<file path="config.mk">
export PLATFORM = sky130hd
export DESIGN_NAME = round_robin_thread_picker
export DESIGN_NICKNAME = d
export VERILOG_FILES = /design/src/rrtp_pkg.sv /design/src/rrtp_list.sv /design/src/round_robin_thread_picker.sv
export SDC_FILE = /design/constraint.sdc
export NUM_CORES = 1
export LEC_CHECK = 0
export BUFFER_PORTS_ARGS = -buffer_cell sky130_fd_sc_hd__buf_4
export CORE_MARGIN = 2
export CORE_UTILIZATION = 35
export CTS_BUF_LIST = sky130_fd_sc_hd__clkbuf_8
export DETAILED_ROUTE_END_ITERATION = 12
export GPL_ROUTABILITY_DRIVEN = 0
export GPL_TIMING_DRIVEN = 0
export PLACE_DENSITY = 0.6
export SYNTH_ARGS = -nofsm -noshare
export SYNTH_HDL_FRONTEND = slang
export SYNTH_SLANG_ARGS = --single-unit
export TNS_END_PERCENT = 20
</file>
<file path="constraint.sdc">
create_clock -name clk_i -period 8.9 [get_ports clk_i]
set_input_delay 1.335 -clock clk_i [delete_from_list [all_inputs] [get_ports clk_i]]
set_output_delay 1.335 -clock clk_i [all_outputs]
set_load 0.01 [all_outputs]
</file>
<file path="src/rrtp_pkg.sv">
`timescale 1ns / 1ps
// Shared types and constants for the round-robin thread picker.
// Depends on nothing; used by rrtp_list and round_robin_thread_picker.

package rrtp_pkg;

  // Queue geometry.
  localparam int unsigned MaxThreads = 16;
  localparam int unsigned IdW        = $clog2(MaxThreads);
  localparam int unsigned CntW       = $clog2(MaxThreads + 1);
  localparam int unsigned MaskW      = 16;

  typedef logic [IdW-1:0]   id_t;
  typedef logic [CntW-1:0]  cnt_t;
  typedef logic [MaskW-1:0] mask_t;

  // Request codes.
  typedef logic [1:0] req_t;
  localparam req_t ReqAdd    = 2'd0;
  localparam req_t ReqRemove = 2'd1;
  localparam req_t ReqPick   = 2'd2;

  // Status codes.
  typedef logic [1:0] status_t;
  localparam status_t StatOk      = 2'd0;
  localparam status_t StatFull    = 2'd1;
  localparam status_t StatDup     = 2'd2;
  localparam status_t StatMissing = 2'd3;

  // What the shared read and compare unit reports about one queue entry.
  typedef struct packed {
    id_t  id;       // id stored at the read address
    logic key_hit;  // stored id equals the search key
    logic run_hit;  // stored id is runnable under the latched mask
  } rd_res_t;

endpackage

</file>
<file path="src/rrtp_list.sv">
`timescale 1ns / 1ps
// Run queue storage with one write port, one read port and the shared compare unit.
// Depends on rrtp_pkg.

module rrtp_list (
  input  logic             clk_i,
  input  logic             wr_en_i,
  input  rrtp_pkg::id_t    wr_addr_i,
  input  rrtp_pkg::id_t    wr_data_i,
  input  rrtp_pkg::id_t    rd_addr_i,
  input  rrtp_pkg::id_t    key_i,
  input  rrtp_pkg::mask_t  mask_i,
  output rrtp_pkg::rd_res_t rd_o
);
  import rrtp_pkg::*;

  // Queue entries, head first; contents are meaningless until written.
  id_t list_q [MaxThreads];

  // Single write port.
  always_ff @(posedge clk_i) begin
    if (wr_en_i) begin
      list_q[wr_addr_i] <= wr_data_i;
    end
  end

  // Single read port feeding the key compare and the runnable test.
  always_comb begin
    rd_o.id      = list_q[rd_addr_i];
    rd_o.key_hit = (list_q[rd_addr_i] == key_i);
    rd_o.run_hit = mask_i[list_q[rd_addr_i]];
  end

endmodule

</file>
<file path="src/round_robin_thread_picker.sv">
`timescale 1ns / 1ps
// Round-robin thread picker built on rrtp_pkg and rrtp_list: run queue plus current thread.
// Each request first finds its id or the current thread where needed, then closes a gap or
// picks, then counts runnable ids, all through the single queue read port.
// Throughput: one request at a time; a new word is taken once the sequencer is idle, even
// while the previous result waits in the output register. Reset (rst_ni low, async): empty.

module round_robin_thread_picker (
  input  logic        clk_i,
  input  logic        rst_ni,
  input  logic        s_axis_tvalid,
  output logic        s_axis_tready,
  // [3:0] thread_id, [19:4] runnable_mask, [23:20] zero
  input  logic [23:0] s_axis_tdata,
  // [1:0] req_type
  input  logic [1:0]  s_axis_tuser,
  output logic        m_axis_tvalid,
  input  logic        m_axis_tready,
  // [0] picked_valid, [4:1] picked_id, [5] current_valid, [9:6] current_id,
  // [14:10] queue_count, [19:15] runnable_count, [21:20] status, [23:22] zero
  output logic [23:0] m_axis_tdata
);
  import rrtp_pkg::*;

  typedef enum logic [2:0] {
    StIdle,
    StFind,
    StShift,
    StPick,
    StCount,
    StDone
  } state_e;

  state_e  state_q;
  req_t    req_q;
  id_t     id_q;
  mask_t   mask_q;
  cnt_t    count_q;
  id_t     cur_q;
  logic    held_q;
  id_t     idx_q;
  id_t     steps_q;
  cnt_t    acc_q;
  logic    picked_valid_q;
  id_t     picked_id_q;
  status_t status_q;
  logic        m_valid_q;
  logic [23:0] m_data_q;

  rd_res_t rd;
  id_t     rd_addr;
  id_t     key;
  logic    wr_en;
  id_t     wr_addr;
  id_t     wr_data;
  cnt_t    last;
  logic    idx_last;
  logic    steps_last;
  logic    shift_last;
  logic    found;
  logic    find_done;

  // Scan bookkeeping shared by all phases.
  always_comb begin
    last       = count_q - cnt_t'(1);
    idx_last   = (cnt_t'(idx_q) == last);
    steps_last = (cnt_t'(steps_q) == last);
    shift_last = ((cnt_t'(idx_q) + cnt_t'(1)) == last);
    found      = (count_q != '0) && rd.key_hit;
    find_done  = found || (count_q == '0) || idx_last;
  end

  // Read address and search key for the shared unit.
  always_comb begin
    rd_addr = (state_q == StShift) ? (idx_q + id_t'(1)) : idx_q;
    key     = (req_q == ReqPick) ? cur_q : id_q;
  end

  // Write port: append on an accepted add, move one entry down while closing a gap.
  always_comb begin
    wr_en   = 1'b0;
    wr_addr = count_q[IdW-1:0];
    wr_data = id_q;
    if (state_q == StShift) begin
      wr_en   = 1'b1;
      wr_addr = idx_q;
      wr_data = rd.id;
    end else if (state_q == StFind && find_done && req_q == ReqAdd && !found &&
                 count_q != cnt_t'(MaxThreads)) begin
      wr_en = 1'b1;
    end
  end

  rrtp_list u_list (
    .clk_i     (clk_i),
    .wr_en_i   (wr_en),
    .wr_addr_i (wr_addr),
    .wr_data_i (wr_data),
    .rd_addr_i (rd_addr),
    .key_i     (key),
    .mask_i    (mask_q),
    .rd_o      (rd)
  );

  // Sequencer, queue state and output register.
  always_ff @(posedge clk_i or negedge rst_ni) begin
    if (!rst_ni) begin
      state_q        <= StIdle;
      req_q          <= ReqAdd;
      id_q           <= '0;
      mask_q         <= '0;
      count_q        <= '0;
      cur_q          <= '0;
      held_q         <= 1'b0;
      idx_q          <= '0;
      steps_q        <= '0;
      acc_q          <= '0;
      picked_valid_q <= 1'b0;
      picked_id_q    <= '0;
      status_q       <= StatOk;
      m_valid_q      <= 1'b0;
      m_data_q       <= '0;
    end else begin
      // The consumer took the pending word and no new one is loaded now.
      if (m_valid_q && m_axis_tready && state_q != StDone) begin
        m_valid_q <= 1'b0;
      end

      case (state_q)
        StIdle: begin
          if (s_axis_tvalid) begin
            req_q          <= s_axis_tuser;
            id_q           <= s_axis_tdata[IdW-1:0];
            mask_q         <= s_axis_tdata[IdW +: MaskW];
            idx_q          <= '0;
            steps_q        <= '0;
            acc_q          <= '0;
            picked_valid_q <= 1'b0;
            picked_id_q    <= '0;
            status_q       <= StatOk;
            case (s_axis_tuser)
              ReqAdd, ReqRemove: begin
                state_q <= StFind;
              end
              ReqPick: begin
                if (count_q == '0) begin
                  held_q  <= 1'b0;
                  cur_q   <= '0;
                  state_q <= StCount;
                end else if (held_q) begin
                  state_q <= StFind;
                end else begin
                  state_q <= StPick;
                end
              end
              default: begin
                state_q <= StCount;
              end
            endcase
          end
        end

        // Look for the key; idx_q holds its position when found.
        StFind: begin
          if (find_done) begin
            case (req_q)
              ReqAdd: begin
                if (found) begin
                  status_q <= StatDup;
                end else if (count_q == cnt_t'(MaxThreads)) begin
                  status_q <= StatFull;
                end else begin
                  count_q <= count_q + cnt_t'(1);
                end
                idx_q   <= '0;
                state_q <= StCount;
              end
              ReqRemove: begin
                if (!found) begin
                  status_q <= StatMissing;
                  idx_q    <= '0;
                  state_q  <= StCount;
                end else begin
                  if (held_q && cur_q == id_q) begin
                    held_q <= 1'b0;
                    cur_q  <= '0;
                  end
                  if (idx_last) begin
                    count_q <= count_q - cnt_t'(1);
                    idx_q   <= '0;
                    state_q <= StCount;
                  end else begin
                    state_q <= StShift;
                  end
                end
              end
              default: begin
                // Pick starts after the current thread, or at the head.
                idx_q   <= (found && !idx_last) ? (idx_q + id_t'(1)) : '0;
                steps_q <= '0;
                state_q <= StPick;
              end
            endcase
          end else begin
            idx_q <= idx_q + id_t'(1);
          end
        end

        // Close the gap one entry per cycle.
        StShift: begin
          if (shift_last) begin
            count_q <= count_q - cnt_t'(1);
            idx_q   <= '0;
            state_q <= StCount;
          end else begin
            idx_q <= idx_q + id_t'(1);
          end
        end

        // Cyclic scan for the first runnable id.
        StPick: begin
          if (rd.run_hit) begin
            cur_q          <= rd.id;
            held_q         <= 1'b1;
            picked_valid_q <= 1'b1;
            picked_id_q    <= rd.id;
            idx_q          <= '0;
            state_q        <= StCount;
          end else if (steps_last) begin
            idx_q   <= '0;
            state_q <= StCount;
          end else begin
            steps_q <= steps_q + id_t'(1);
            idx_q   <= idx_last ? '0 : (idx_q + id_t'(1));
          end
        end

        // Count queued ids that are runnable.
        StCount: begin
          if (count_q == '0) begin
            state_q <= StDone;
          end else begin
            acc_q <= acc_q + cnt_t'(rd.run_hit);
            if (idx_last) begin
              state_q <= StDone;
            end else begin
              idx_q <= idx_q + id_t'(1);
            end
          end
        end

        // Hand the result to the output register once it is free.
        StDone: begin
          if (!m_valid_q || m_axis_tready) begin
            m_valid_q <= 1'b1;
            m_data_q  <= {2'b00, status_q, acc_q, count_q, cur_q, held_q,
                          picked_id_q, picked_valid_q};
            state_q   <= StIdle;
          end
        end

        default: begin
          state_q <= StIdle;
        end
      endcase
    end
  end

  assign s_axis_tready = (state_q == StIdle);
  assign m_axis_tvalid = m_valid_q;
  assign m_axis_tdata  = m_data_q;

  // The queue never grows past its capacity.
  assert property (@(posedge clk_i) disable iff (!rst_ni)
    count_q <= cnt_t'(MaxThreads))
    else $error("queue count beyond capacity");

  // Only one request is in work at a time.
  assert property (@(posedge clk_i) disable iff (!rst_ni)
    (s_axis_tvalid && s_axis_tready) |=> !s_axis_tready)
    else $error("new word taken while a request is in work");

  // No current thread means a zero current id.
  assert property (@(posedge clk_i) disable iff (!rst_ni)
    !held_q |-> (cur_q == '0))
    else $error("current id not cleared");

  // A successful pick leaves that thread current.
  assert property (@(posedge clk_i) disable iff (!rst_ni)
    (state_q == StPick && rd.run_hit) |=> (held_q && cur_q == $past(rd.id)))
    else $error("picked thread not made current");

endmodule
</file>
Yosys cells after proc, flatten, opt, wreduce, memory -nomap -nowiden
Memory sizes are Yosys's and may differ from the RTL's.
Cells that the tools add are included.
Widths: inputs -> output; s select.
- register bits: 78
- RAM bits: 64
- input bits: 30
- output and inout port bits: 26
- word-level logic and storage cells: 188
- memories kept: 1
- add/sub/neg operators: 6
- $lt $le $gt $ge: 1
- equality and inequality tests: 42
- mux-type cells: 85
- reduce and logical (&&, ||, !) cells: 38
- memory list (name ; depth ; width ; rd ports ; clocked after Yosys merged registers in ; wr ports ; line ; source):
    u_list.list_q ; 16 ; 4 ; 1 ; 0 ; 1 ; rrtp_list.sv:18 ; id_t list_q [MaxThreads];
- operators with widths (cell ; number):
    $mux 4 ; 27
    $mux 5 ; 8
    $mux 3 ; 11
    $pmux 5 s2 ; 3
    $ne 3x3->1 const B ; 8
    $pmux 4 s3 ; 2
    $ne 2x2->1 const B ; 11
    $pmux 4 s5 ; 1
    $pmux 3 s6 ; 1
    $reduce_and 6->1 ; 3
    $mux 1 ; 17
    $pmux 4 s2 ; 2
    $mux 2 ; 6
    $pmux 3 s2 ; 2
    $eq 4x5->1 ; 2
    $ne 5x5->1 const B ; 2
    $reduce_bool 5->1 ; 2
    $logic_and 1x1->1 ; 9
    $reduce_and 9->1 ; 1
    $add 4x1->4 const B ; 2
    $eq 4x4->1 ; 2
    $ne 2x1->1 const B ; 4
    $pmux 2 s2 ; 2
    $reduce_and 8->1 ; 1
    28 further kinds ; 43

Depth between registers and ports, before layout
Gate-level depths: netlist (run 1).
An unclocked memory read counts as a cell.
- depth in word-level cells: 15
- depth in mapped cells: 19
- depth with buffers taken out: 15

By module
From an unflattened synthesis (run 1), not the netlist that was laid out.
- cell total of the unflattened synthesis: 536
- area total of the unflattened synthesis: 7144.4 um2
- modules (own cells, without submodules) (module ; instances ; cells an instance ; area each (um2) ; sequential area each (um2)):
    round_robin_thread_picker ; 1 ; 369 ; 4207.8 ; 1951.9
    rrtp_list ; 1 ; 167 ; 2936.6 ; 1921.8

Worst setup path before layout (run 1)
OpenSTA, ideal clock, no wires.
- kind: reg2reg
- start point: register idx_q[0]
- end point: memory u_list.list_q[12][0] (netlist bit), enable pin
- library setup time: 0.372 ns
- data arrival time: 3.765 ns
- data required time: 8.528 ns
- setup slack: 4.764 ns
- stages on the path, launching flop included: 15
- path buffers: 3
- clock period less this slack: 4.136 ns
- path through: dfrtp_1 > ha_1 > buf_2 > buf_2 > buf_2 > mux2i_1 > nand2_1 > nand4_1 > nand4_1 > mux2i_1 > xor2_1 > a211o_1 > a211oi_1 > nor2_1 > a211oi_1
- longest elaborated chain between the ends: 15
- elaborated cells on any way between the ends: 18
- classes of those cells: add/sub (1); eq/ne (2); mux (6); reduce/logical (8); memory (1)
- ends and longest elaborated chain (element ; line ; source):
    start: declaration ; round_robin_thread_picker.sv:41 ; id_t idx_q;
    start signal: assignment ; round_robin_thread_picker.sv:199 ; idx_q <= (found && !idx_last) ? (idx_q + id_t'(1)) : '0;
    start signal: assignment ; round_robin_thread_picker.sv:205 ; idx_q <= idx_q + id_t'(1);
    start signal: assignment ; round_robin_thread_picker.sv:216 ; idx_q <= idx_q + id_t'(1);
    $add 4x1->4 ; round_robin_thread_picker.sv:75 ; rd_addr = (state_q == StShift) ? (idx_q + id_t'(1)) : idx_q;
    $mux 4 ; round_robin_thread_picker.sv:75 ;
    $mem_v2 16x4 ; - ;
    $eq 4x4->1 ; rrtp_list.sv:30 ; rd_o.key_hit = (list_q[rd_addr_i] == key_i);
    $logic_and 1x1->1 ; round_robin_thread_picker.sv:69 ; found = (count_q != '0) && rd.key_hit;
    $logic_or 1x1->1 (2 in a row) ; round_robin_thread_picker.sv:70 ; find_done = found || (count_q == '0) || idx_last;
    $logic_and 1x1->1 (4 in a row) ; round_robin_thread_picker.sv:88 ; end else if (state_q == StFind && find_done && req_q == ReqAdd && !found &&
    $mux 1 ; round_robin_thread_picker.sv:88 ;
    $mux 1 ; round_robin_thread_picker.sv:84 ; if (state_q == StShift) begin
    $mux 1 ; rrtp_list.sv:22 ; if (wr_en_i) begin
    $mux 1 (not written as such) ; rrtp_list.sv:23 ; list_q[wr_addr_i] <= wr_data_i;
    end: declaration ; rrtp_list.sv:18 ;
Parallel ways exist; a longest one is shown, timed or not.

Worst setup path in the final report (run 1)
- start point: register idx_q[0]
- end point: memory u_list.list_q[1][3] (netlist bit), enable pin
Same word-level chain as after synthesis.

==> flow_summary.json, run 1 <==
{
  "synth.area.top_cells": "dfrtp_1 (24%), edfxtp_1 (24%), mux2i_1 (6.9%)",
  "yosysSeqAreaShare_pct": 48.56,
  "cts.sinks": 142,
  "max_stage_delay_ns": 0.78,
  "layout_common_cells": "nand2_1 (124), dfrtp_1 (78), edfxtp_1 (64), buf_4 (56), mux2i_1 (55)",
  "core_um2": 22500,
  "cts.repair.resized": 0,
  "min_period_over_period_pct": 63.73,
  "die-area_um2": 24010,
  "worst_slew_pin_slew_ns": 1.044,
  "cts_made_buffers": 17,
  "die_w_um": 155.0,
  "vias": 6152,
  "synth_top_family_by_area": "simple AND/OR/NAND/NOR gates",
  "finalClockSkew_ns": 0.01416,
  "hpwl_um": 15140,
  "tns_ns": 0,
  "yosys.area.top_type_share_pct": 24.47,
  "synth_mux_area_share_pct": 13.63,
  "final-max-slew-violation-count": 0,
  "layout-drive-gt1-share_pct": 18.43,
  "critical-path-top-delay-family": "simple AND/OR/NAND/NOR gates",
  "nNetsFinal": 875,
  "die_h_um": 155.0,
  "crit_arrival_ns": 5.76,
  "gr-total-overflow": 0,
  "path_max_fanout": 10,
  "area_growth_pct": 14.76,
  "grt_pass1_vias": 5953,
  "io_pins": 56,
  "leakage_nw": 3.665,
  "critPathSlowestCell": "nor3_1",
  "hold_viol_final": 0,
  "cts_setup_buffers": 0,
  "power_density_nw_per_um2": 361.0,
  "grt_first_pass_wirelength_um": 32910,
  "ctsHoldBuffers": 0,
  "initial_utilization_pct": 35.45,
  "synth_compound_area_share_pct": 11.44,
  "viasPerCell": 5.411,
  "min_period_ns": 5.672,
  "synth_edf_count": 64,
  "portBuffers": 49,
  "grt_usage_pct": 17.56,
  "cap_violations": 0,
  "path_cells": "ha_1 > buf_2 > buf_2 > buf_2 > mux2i_1 > nand2_1 > nand4_1 > nand4_1 > mux2i_1 > xor2_1 > a211o_1 > a211oi_1 > nor2_1 > nor3_1",
  "async_reset_ff_share_pct": 54.93,
  "clock_latency_ns": 0.47,
  "vdd.ir_drop.worst_mv": 0.1877,
  "status": "completed",
  "hold_path.class": "register to register",
  "cts.clk_slew.worst_paths_ns": 0.09,
  "hold_depth": 2,
  "routed_wl_um": 20650,
  "drcViolationCount": 0,
  "crit_type": "register to register",
  "placementRows": 55,
  "path_buf_inv": 3,
  "synth_fa_ha_area_share_pct": 0.9412,
  "synth-main-ff-cell": "dfrtp_1",
  "grt_max_degree": 79,
  "mostFrequentLayoutCell": "nand2_1",
  "required_ns": 8.99,
  "rsz0062_at_grt": "false",
  "synth-seq-cells": 142,
  "antenna_found_initial": 0,
  "max-slew-margin-rel_pct": 29.88,
  "instances_no_fill": 1137,
  "synthCells": 766,
  "reg2reg_depth": 14,
  "post_synth.cell_area_avg_um2": 10.41,
  "setup-violations-final": 0,
  "synth-xor-area-share_pct": 3.075,
  "endpoint_kind": "register",
  "synth-simple-area-share_pct": 17.84,
  "cts_root_buffer": "clkbuf_8",
  "drt-wirelength-per-cell_um": 18.16,
  "max_freq_mhz": 176.3,
  "path_depth": 14,
  "htreeDepth": 4,
  "antenna_left": 0,
  "dr.first_iter.drc_count": 579,
  "fillers": 2182,
  "yosysWarnings": 0,
  "synth_top_area_cell": "dfrtp_1",
  "cp-start-kind": "register",
  "critPathMostFrequentCell": "buf_2",
  "cts_buffer_depth": 2,
  "synth_area_um2": 7976,
  "dp.cells": 1105,
  "first_pass_iters": 5,
  "synth_cell_type_count": 67,
  "cts_tree": "yes",
  "diodes": 0
}
[cell type report]
cell class	instances	area, um^2	area share [%]
Sequential cell	142	3874	42.32
Multi-Input combinational cell	547	3750	40.97
Timing Repair Buffer	53	401.6	4.388
Tap cell	285	356.6	3.896
Buffer	54	264.0	2.884
Clock buffer	17	234.0	2.556
Clock inverter	15	181.4	1.982
Inverter	24	92.59	1.011
[flip-flops by register name, summed over array words and instances, names as in the netlist, 3 cells and up]
| name | count |
|---|---|
| picked_id_q | 4 |
| idx_q | 4 |
| count_q | 5 |
| id_q | 4 |
| u_list.list_q | 64 |
| m_axis_tdata | 22 |
| state_q | 3 |
| acc_q | 5 |
| mask_q | 16 |
| steps_q | 4 |
| cur_q | 4 |
[logic make-up after synthesis]
group / after synthesis
AOI/OAI and AO/OA: 129
xor gates and xnor gates: 28
adders and majority gates: 6
buffers and inverters: 78
DFF: 142
muxes: 92
other: 1
and+or+nand+nor: 290
[through the flow]
step / cell area (um^2) / setup WS [ns] / utilization [%] / power (mW) / hold slack (ns)
finish: 9154 / 3.228 / 40.68 / 3.304 / 0.4883
global route: 9154 / 2.831 / 40.68 / 3.537 / 0.5085
CTS: 9154 / 3.182 / 40.68 / 3.306 / 0.4879
floorplan: 7980 / 4.764 / - / 2.255 / 0.4401
global placement: 8705 / 3.208 / 38.68 / 2.736 / 0.4619
detailed placement: 8738 / 3.202 / 38.83 / 2.766 / 0.4602
[final timing paths]
path,start,end,slack (ns)
max,idx_q[0]$_DFFE_PN0P_,u_list.list_q[1][3]$_DFFE_PP_,3.23
min,mask_q[14]$_DFFE_PN0P_,mask_q[14]$_DFFE_PN0P_,0.49
max reg2reg,idx_q[0]$_DFFE_PN0P_,u_list.list_q[1][3]$_DFFE_PP_,3.23
min reg2reg,mask_q[14]$_DFFE_PN0P_,mask_q[14]$_DFFE_PN0P_,0.49
max in group asynchronous,rst_ni,id_q[3]$_DFFE_PN0P_,7.24
min in group asynchronous,rst_ni,m_axis_tdata[16]$_DFFE_PN0P_,1.04
[layer usage]
metal  GRT usage (%)  part of all wire [%]
met4           5.820                   2.3
met3           3.538                   5.2
met1           24.50                    47
met2           27.43                    45
met5               0                     0
[cell usage after synthesis (7+ instances only)]
master and n:
inv_1 23, xnor2_1 12, a21oi_1 18, o22ai_1 9
nor3b_1 12, nand2_1 124, xor2_1 16, mux2i_1 55
nand3_1 26, a31oi_1 14, mux4_2 10, mux2_2 25
nor3_1 21, o211ai_1 10, edfxtp_1 64, nor2_1 36
nor4_1 7, a211oi_1 14, nor2b_1 7, o21ai_0 31
clkbuf_1 28, buf_2 13, dfrtp_1 78, nand4_1 27
and3_1 7
[report_power, final]
part	switching, mW	internal, mW
logic	1.09	0.687
clock network	0.323	0.220
registers	0.0991	0.881
[worst register-to-register path, delay by kind of cell, from the launching register on]
| family | cells | cell delay [ns] |
|---|---|---|
| xor gates and xnor gates | 1 | 0.21 |
| muxes | 2 | 0.73 |
| AOI/OAI and AO/OA | 2 | 0.88 |
| DFF | 1 | 0.40 |
| and+or+nand+nor | 5 | 1.51 |
| adders and majority gates | 1 | 0.41 |
| buffers and inverters | 3 | 1.17 |
(Power assumes the default switching activity.)
==> inputs of run 2 (changes only) <==
PLACE_DENSITY = 0.62   (was 0.6)
clock period = 4.7 ns   (was 8.9 ns; I/O delays follow)
==> run 2 against run 1 <==
Compared with the run above:
- combinational power increased by 98%
- count of clock-buffer cells in the layout is the same
- clock skew increased by 0.00070 ns
- sequential cell count stayed put
- highest routed layer unchanged
==> flow_summary.json, run 2 (synthesis results as in run 1) <==
{
  "initial_utilization_pct": 35.45,
  "cts_tree": "yes",
  "drcViolationCount": 0,
  "nNetsFinal": 882,
  "min_period_over_period_pct": 95.66,
  "power_mw": 6.512,
  "antenna_left": 0,
  "cp-start-kind": "register",
  "antenna_found_initial": 0,
  "layout_common_cells": "nand2_1 (124), dfrtp_1 (78), buf_4 (66), edfxtp_1 (64), mux2i_1 (54)",
  "setup-violations-final": 0,
  "clkPwrFrac_pct": 17.3,
  "crit_arrival_ns": 4.64,
  "drt-wirelength-per-cell_um": 18.42,
  "max_freq_mhz": 222.4,
  "routed_wl_um": 21070,
  "htreeDepth": 4,
  "seqPwrFrac_pct": 28.5,
  "cts_root_buffer": "clkbuf_8",
  "portBuffers": 49,
  "pwr-share-comb_pct": 54.2,
  "pre_cts_slack_ns": -0.9788,
  "hold_viol_final": 0,
  "worst_slew_pin_slew_ns": 1.005,
  "area_growth_pct": 18.05,
  "hold_path.class": "input port to async pin",
  "viasPerCell": 5.522,
  "largest_register_ffs": 64,
  "layout-drive-gt1-share_pct": 21.89,
  "core_um2": 22500,
  "die_w_um": 155.0,
  "die-area_um2": 24010,
  "mostFrequentLayoutCell": "nand2_1",
  "top_register": "u_list.list_q",
  "max-slew-margin-rel_pct": 33.03,
  "crit_type": "register to register",
  "io_pins": 56,
  "die_h_um": 155.0,
  "cts_made_buffers": 17,
  "gr-total-overflow": 0,
  "worst_slack_ns": 0.2038,
  "fillers": 2122,
  "grt_pass1_vias": 5970,
  "first_pass_iters": 7,
  "reg2reg_slack_ns": 0.20,
  "power.share.switching_pct": 44.85,
  "instances_no_fill": 1144,
  "path_max_fanout": 10,
  "cap_violations": 0,
  "leakage_nw": 3.752,
  "vias": 6317,
  "grt_max_degree": 79,
  "endpoint_kind": "register",
  "ctsHoldBuffers": 0,
  "p_sw_mw": 2.921,
  "cts.sinks": 142,
  "diodes": 0,
  "cts_buffer_depth": 2,
  "cts.clk_slew.worst_paths_ns": 0.09,
  "vdd.ir_drop.worst_mv": 0.2538,
  "status": "completed",
  "min_period_ns": 4.496,
  "p_int_mw": 3.591,
  "grt_first_pass_wirelength_um": 33470,
  "dp.cells": 1105,
  "final-max-slew-violation-count": 0,
  "placementRows": 55,
  "required_ns": 4.84,
  "dr.first_iter.drc_count": 504,
  "grt_usage_pct": 17.94,
  "power_density_nw_per_um2": 691.6,
  "hpwl_um": 15250,
  "clock_latency_ns": 0.47,
  "finalClockSkew_ns": 0.01486
}
-- run 2: changes by cell type in the layout (fill, tap and decap cells not counted), moves of 4 or more --
cell / before / now
nor2_1: 36 / 27
nor3_1: 21 / 17
nor3_4: 0 / 4
buf_4: 56 / 66
buf_2: 13 / 8
a211oi_1: 14 / 9
a211oi_4: 0 / 5
nor2_2: 0 / 8
-- run 2: layer usage --
metal / track usage [%] / vias to the layer above / part of all wire (%)
li1: - / 2972 / -
met3: 3.510 / 30 / 6.0
met5: 0 / - / 0
met1: 24.94 / 3086 / 46
met4: 6.217 / 0 / 2.0
met2: 28.08 / 229 / 46
-- run 2: worst paths after layout --
check,start,cells past startpoint,endpoint
max,idx_q[1]$_DFFE_PN0P_,14,u_list.list_q[0][3]$_DFFE_PP_
min,rst_ni,1,m_axis_tdata[16]$_DFFE_PN0P_
max reg2reg,idx_q[1]$_DFFE_PN0P_,14,u_list.list_q[0][3]$_DFFE_PP_
min reg2reg,picked_valid_q$_DFFE_PN0P_,2,picked_valid_q$_DFFE_PN0P_
max in group asynchronous,rst_ni,1,mask_q[0]$_DFFE_PN0P_
min in group clk_i,s_axis_tdata[16],3,mask_q[12]$_DFFE_PN0P_
-- run 2: cell type report --
type | instances | area, um^2 | share of cell area [%]
Timing Repair Buffer | 60 | 450.4 | 4.783
Inverter | 24 | 92.59 | 0.9833
Clock inverter | 15 | 215.2 | 2.285
Multi-Input combinational cell | 547 | 3911 | 41.54
Buffer | 54 | 282.8 | 3.003
Sequential cell | 142 | 3874 | 41.14
Tap cell | 285 | 356.6 | 3.787
Clock buffer | 17 | 234.0 | 2.485
-- run 2: power groups by stage --
stage	registers, mW	clock network [mW]	logic (mW)
5_1_grt	1.90	1.19	3.85
3_5_place_dp	1.88	0	3.35
3_3_place_gp	1.88	0	3.29
4_1_cts	1.86	1.14	3.44
2_1_floorplan	1.87	0	2.40
6_report	1.86	1.13	3.53
-- run 2: through the flow --
step | util [%] | hold WS (ns) | setup TNS (ns) | cell area [um^2]
2_1_floorplan | - | 0.4094 | 0 | 7980
3_3_place_gp | 38.68 | 0.4598 | -42.34 | 8705
3_5_place_dp | 38.82 | 0.4608 | -47.63 | 8735
4_1_cts | 41.50 | 0.4008 | 0 | 9338
5_1_grt | 41.85 | 0.4076 | -0.008573 | 9417
6_report | 41.85 | 0.4013 | 0 | 9417
-- run 2: critical path: stages (launching register included) --
cell,delay [ns]
dfrtp_1,0.36
buf_2,0.29
clkbuf_4,0.34
buf_4,0.27
buf_2,0.32
mux2i_1,0.22
nand2_1,0.07
nand4_1,0.11
nand4_1,0.28
mux2i_4,0.31
xor2_1,0.18
a211o_1,0.42
a211oi_4,0.41
nor2_4,0.18
nor3_4,0.39
-- run 2: repair_timing --
| action | CTS | global route |
|---|---|---|
| buffers inserted | 0 | 7 |
| endpoints found under the setup margin | 80 | 78 |
| gates resized for setup | 33 | 11 |
| pin swaps | 0 | 10 |
==> inputs of run 3 (changes only) <==
SYNTH_HIERARCHICAL = 1   (was default)
==> run 3 against run 2 <==
Compared with the run above:
- sequential share of layout area up 3.8 points
- routed wire length down 24%
- design area down 8.3%
- first-iteration DRC count down 18%
- count of clock-buffer cells in the layout unchanged
- register-to-register slack worse by 0.06 ns
- core utilization up 1.1 points
- fmax down 1.3%
- sequential cell count unchanged
- clock skew about the same
- sequential power up 3%
- highest routed layer unchanged
==> flow_summary.json, run 3 <==
{
  "max_freq_mhz": 219.5,
  "finalClockSkew_ns": 0.01466,
  "nNetsFinal": 661,
  "routed_wl_um": 15960,
  "crit_arrival_ns": 4.69,
  "core_um2": 20100,
  "final-max-slew-violation-count": 0,
  "grt_usage_pct": 15.17,
  "place_area_um2": 7875,
  "endpoint_kind": "register",
  "cts_buffer_depth": 2,
  "path_buf_inv": 3,
  "hold_path.class": "input port to async pin",
  "min_period_over_period_pct": 96.92,
  "leakage_nw": 3.398,
  "cts.sinks": 142,
  "seqPwrFrac_pct": 30.3,
  "synth_common_cells": "dfrtp_1 (78), edfxtp_1 (64), mux2_2 (59)",
  "antenna_found_initial": 0,
  "htreeDepth": 4,
  "grt_max_degree": 79,
  "die-area_um2": 21570,
  "path_cells": "nor3b_4 > buf_8 > xor2_2 > buf_6 > buf_12 > mux4_2 > mux4_2 > xor2_2 > nor4_4 > o21ai_1 > nand2b_1 > nor3_2 > a21o_1 > or3b_4 > nor3_4",
  "clock_latency_ns": 0.45,
  "power.share.switching_pct": 39.94,
  "yosys.area.top_type_share_pct": 27.32,
  "cts_made_buffers": 17,
  "diodes": 0,
  "worst_slew_pin_slew_ns": 1.256,
  "viasPerCell": 5.233,
  "required_ns": 4.83,
  "hpwl_um": 11340,
  "cts_tree": "yes",
  "cp-start-kind": "register",
  "cts_root_buffer": "clkbuf_8",
  "status": "completed",
  "worst_slack_ns": 0.1448,
  "die_h_um": 146.9,
  "largest_register_ffs": 64,
  "p_int_mw": 3.801,
  "vias": 4752,
  "pre_cts_slack_ns": -0.9715,
  "synth_cell_type_count": 85,
  "layout_common_cells": "dfrtp_1 (75), buf_4 (70), edfxtp_1 (64), mux2_2 (59), nor2_1 (35)",
  "synth_area_um2": 7144,
  "pwr-share-comb_pct": 54.8,
  "synth_edf_count": 64,
  "tns_ns": 0,
  "max_stage_delay_ns": 0.56,
  "dr.first_iter.drc_count": 411,
  "synth.most_common_cell": "dfrtp_1",
  "cap_violations": 0,
  "io_pins": 56,
  "clkPwrFrac_pct": 14.9,
  "post_synth.cell_area_avg_um2": 13.33,
  "first_pass_iters": 5,
  "setup-violations-final": 0,
  "mostFrequentLayoutCell": "dfrtp_1",
  "synthCells": 536,
  "die_w_um": 146.9,
  "p_sw_mw": 2.528,
  "drt-wirelength-per-cell_um": 17.58,
  "area_growth_pct": 20.86,
  "max-slew-margin-rel_pct": 15.35,
  "initial_utilization_pct": 35.54,
  "cts.clk_slew.worst_paths_ns": 0.08,
  "min_period_ns": 4.555,
  "synth-main-ff-cell": "dfrtp_1",
  "antenna_left": 0,
  "yosysWarnings": 6,
  "top_register": "u_list/list_q",
  "hold_viol_final": 0,
  "yosysSeqAreaShare_pct": 54.22,
  "placementRows": 52,
  "drcViolationCount": 0,
  "synth.area.top_cells": "dfrtp_1 (27%), edfxtp_1 (27%), mux2_2 (9.3%)",
  "gr-total-overflow": 0,
  "synth-seq-cells": 142,
  "crit_type": "register to register",
  "path_max_fanout": 10,
  "vdd.ir_drop.worst_mv": 0.2502,
  "final_util_pct": 42.95,
  "synth_top_area_cell": "dfrtp_1",
  "layout-drive-gt1-share_pct": 38.40,
  "power_density_nw_per_um2": 733.0,
  "async_reset_ff_share_pct": 54.93,
  "grt_pass1_vias": 4785,
  "final_area_um2": 8635,
  "portBuffers": 49,
  "grt_first_pass_wirelength_um": 25520,
  "critical-path-top-delay-family": "simple AND/OR/NAND/NOR gates",
  "critPathSlowestCell": "mux4_2"
}
[run 3: power groups by stage]
stage	clock network [mW]	logic, mW	registers (mW)
2_1_floorplan	0	2.24	1.91
3_3_place_gp	0	2.94	1.93
3_5_place_dp	0	3.00	1.94
4_1_cts	0.962	3.26	1.93
5_1_grt	1.02	3.73	1.96
6_report	0.943	3.47	1.92
[run 3: through the flow]
| stage | instances | power [mW] | hold slack [ns] |
|---|---|---|---|
| 2_1_floorplan | 537 | 4.145 | 0.4094 |
| 3_3_place_gp | 856 | 4.865 | 0.4785 |
| 3_5_place_dp | 856 | 4.941 | 0.4837 |
| 4_1_cts | 895 | 6.155 | 0.4386 |
| 5_1_grt | 908 | 6.710 | 0.4635 |
| 6_report | 908 | 6.329 | 0.3904 |
[run 3: layout make-up]
cell class | count | area (um^2)
Multi-Input combinational cell | 356 | 3244
Tap cell | 270 | 337.8
Inverter | 10 | 37.54
Fill cell | 1851 | 11470
Clock inverter | 15 | 147.6
Sequential cell | 142 | 3877
Clock buffer | 17 | 234.0
Timing Repair Buffer | 71 | 566.8
Buffer | 27 | 188.9
[run 3: worst paths after layout]
kind                                                       to                    start  slack (ns)  depth (start not counted)
worst max-delay path            u_list/list_q[0][2]$_DFFE_PP_   state_q[2]$_DFFE_PN0P_        0.14                         15
worst min-delay path                   count_q[3]$_DFFE_PN0P_                   rst_ni        0.39                          1
worst max register to register  u_list/list_q[0][2]$_DFFE_PP_   state_q[2]$_DFFE_PN0P_        0.14                         15
worst min register to register        status_q[1]$_DFFE_PN0P_  status_q[1]$_DFFE_PN0P_        0.49                          2
max in group asynchronous              state_q[0]$_DFFE_PN0P_                   rst_ni        3.60                          1
min in group clk_i                     mask_q[13]$_DFFE_PN0P_         s_axis_tdata[17]        0.49                          2
[run 3: cells by family after synthesis]
logic type	Yosys count	synth area share, %
buffers and inverters	39	3.012
muxes	88	16.36
xor gates and xnor gates	31	4.396
AOI/OAI and AO/OA	80	9.615
and+or+nand+nor	149	11.30
DFF	142	54.22
other	1	0.05249
adders and majority gates	6	1.051
[run 3: metal layers]
metal / track usage (%) / vias up / wire, um
li1: - / 2179 / -
met1: 19.98 / 2410 / 6976
met2: 25.40 / 142 / 8023
met3: 3.416 / 21 / 783
met4: 4.078 / 0 / 178
met5: 0 / - / 0
[run 3: what timing repair did]
action | 4_1_cts | 5_1_grt
setup endpoints to repair | 97 | 73
gates resized for setup | 22 | 21
setup buffers | 9 | 12
pin swaps | 5 | 10
hold buffers | 0 | 0
cloned | 0 | 1
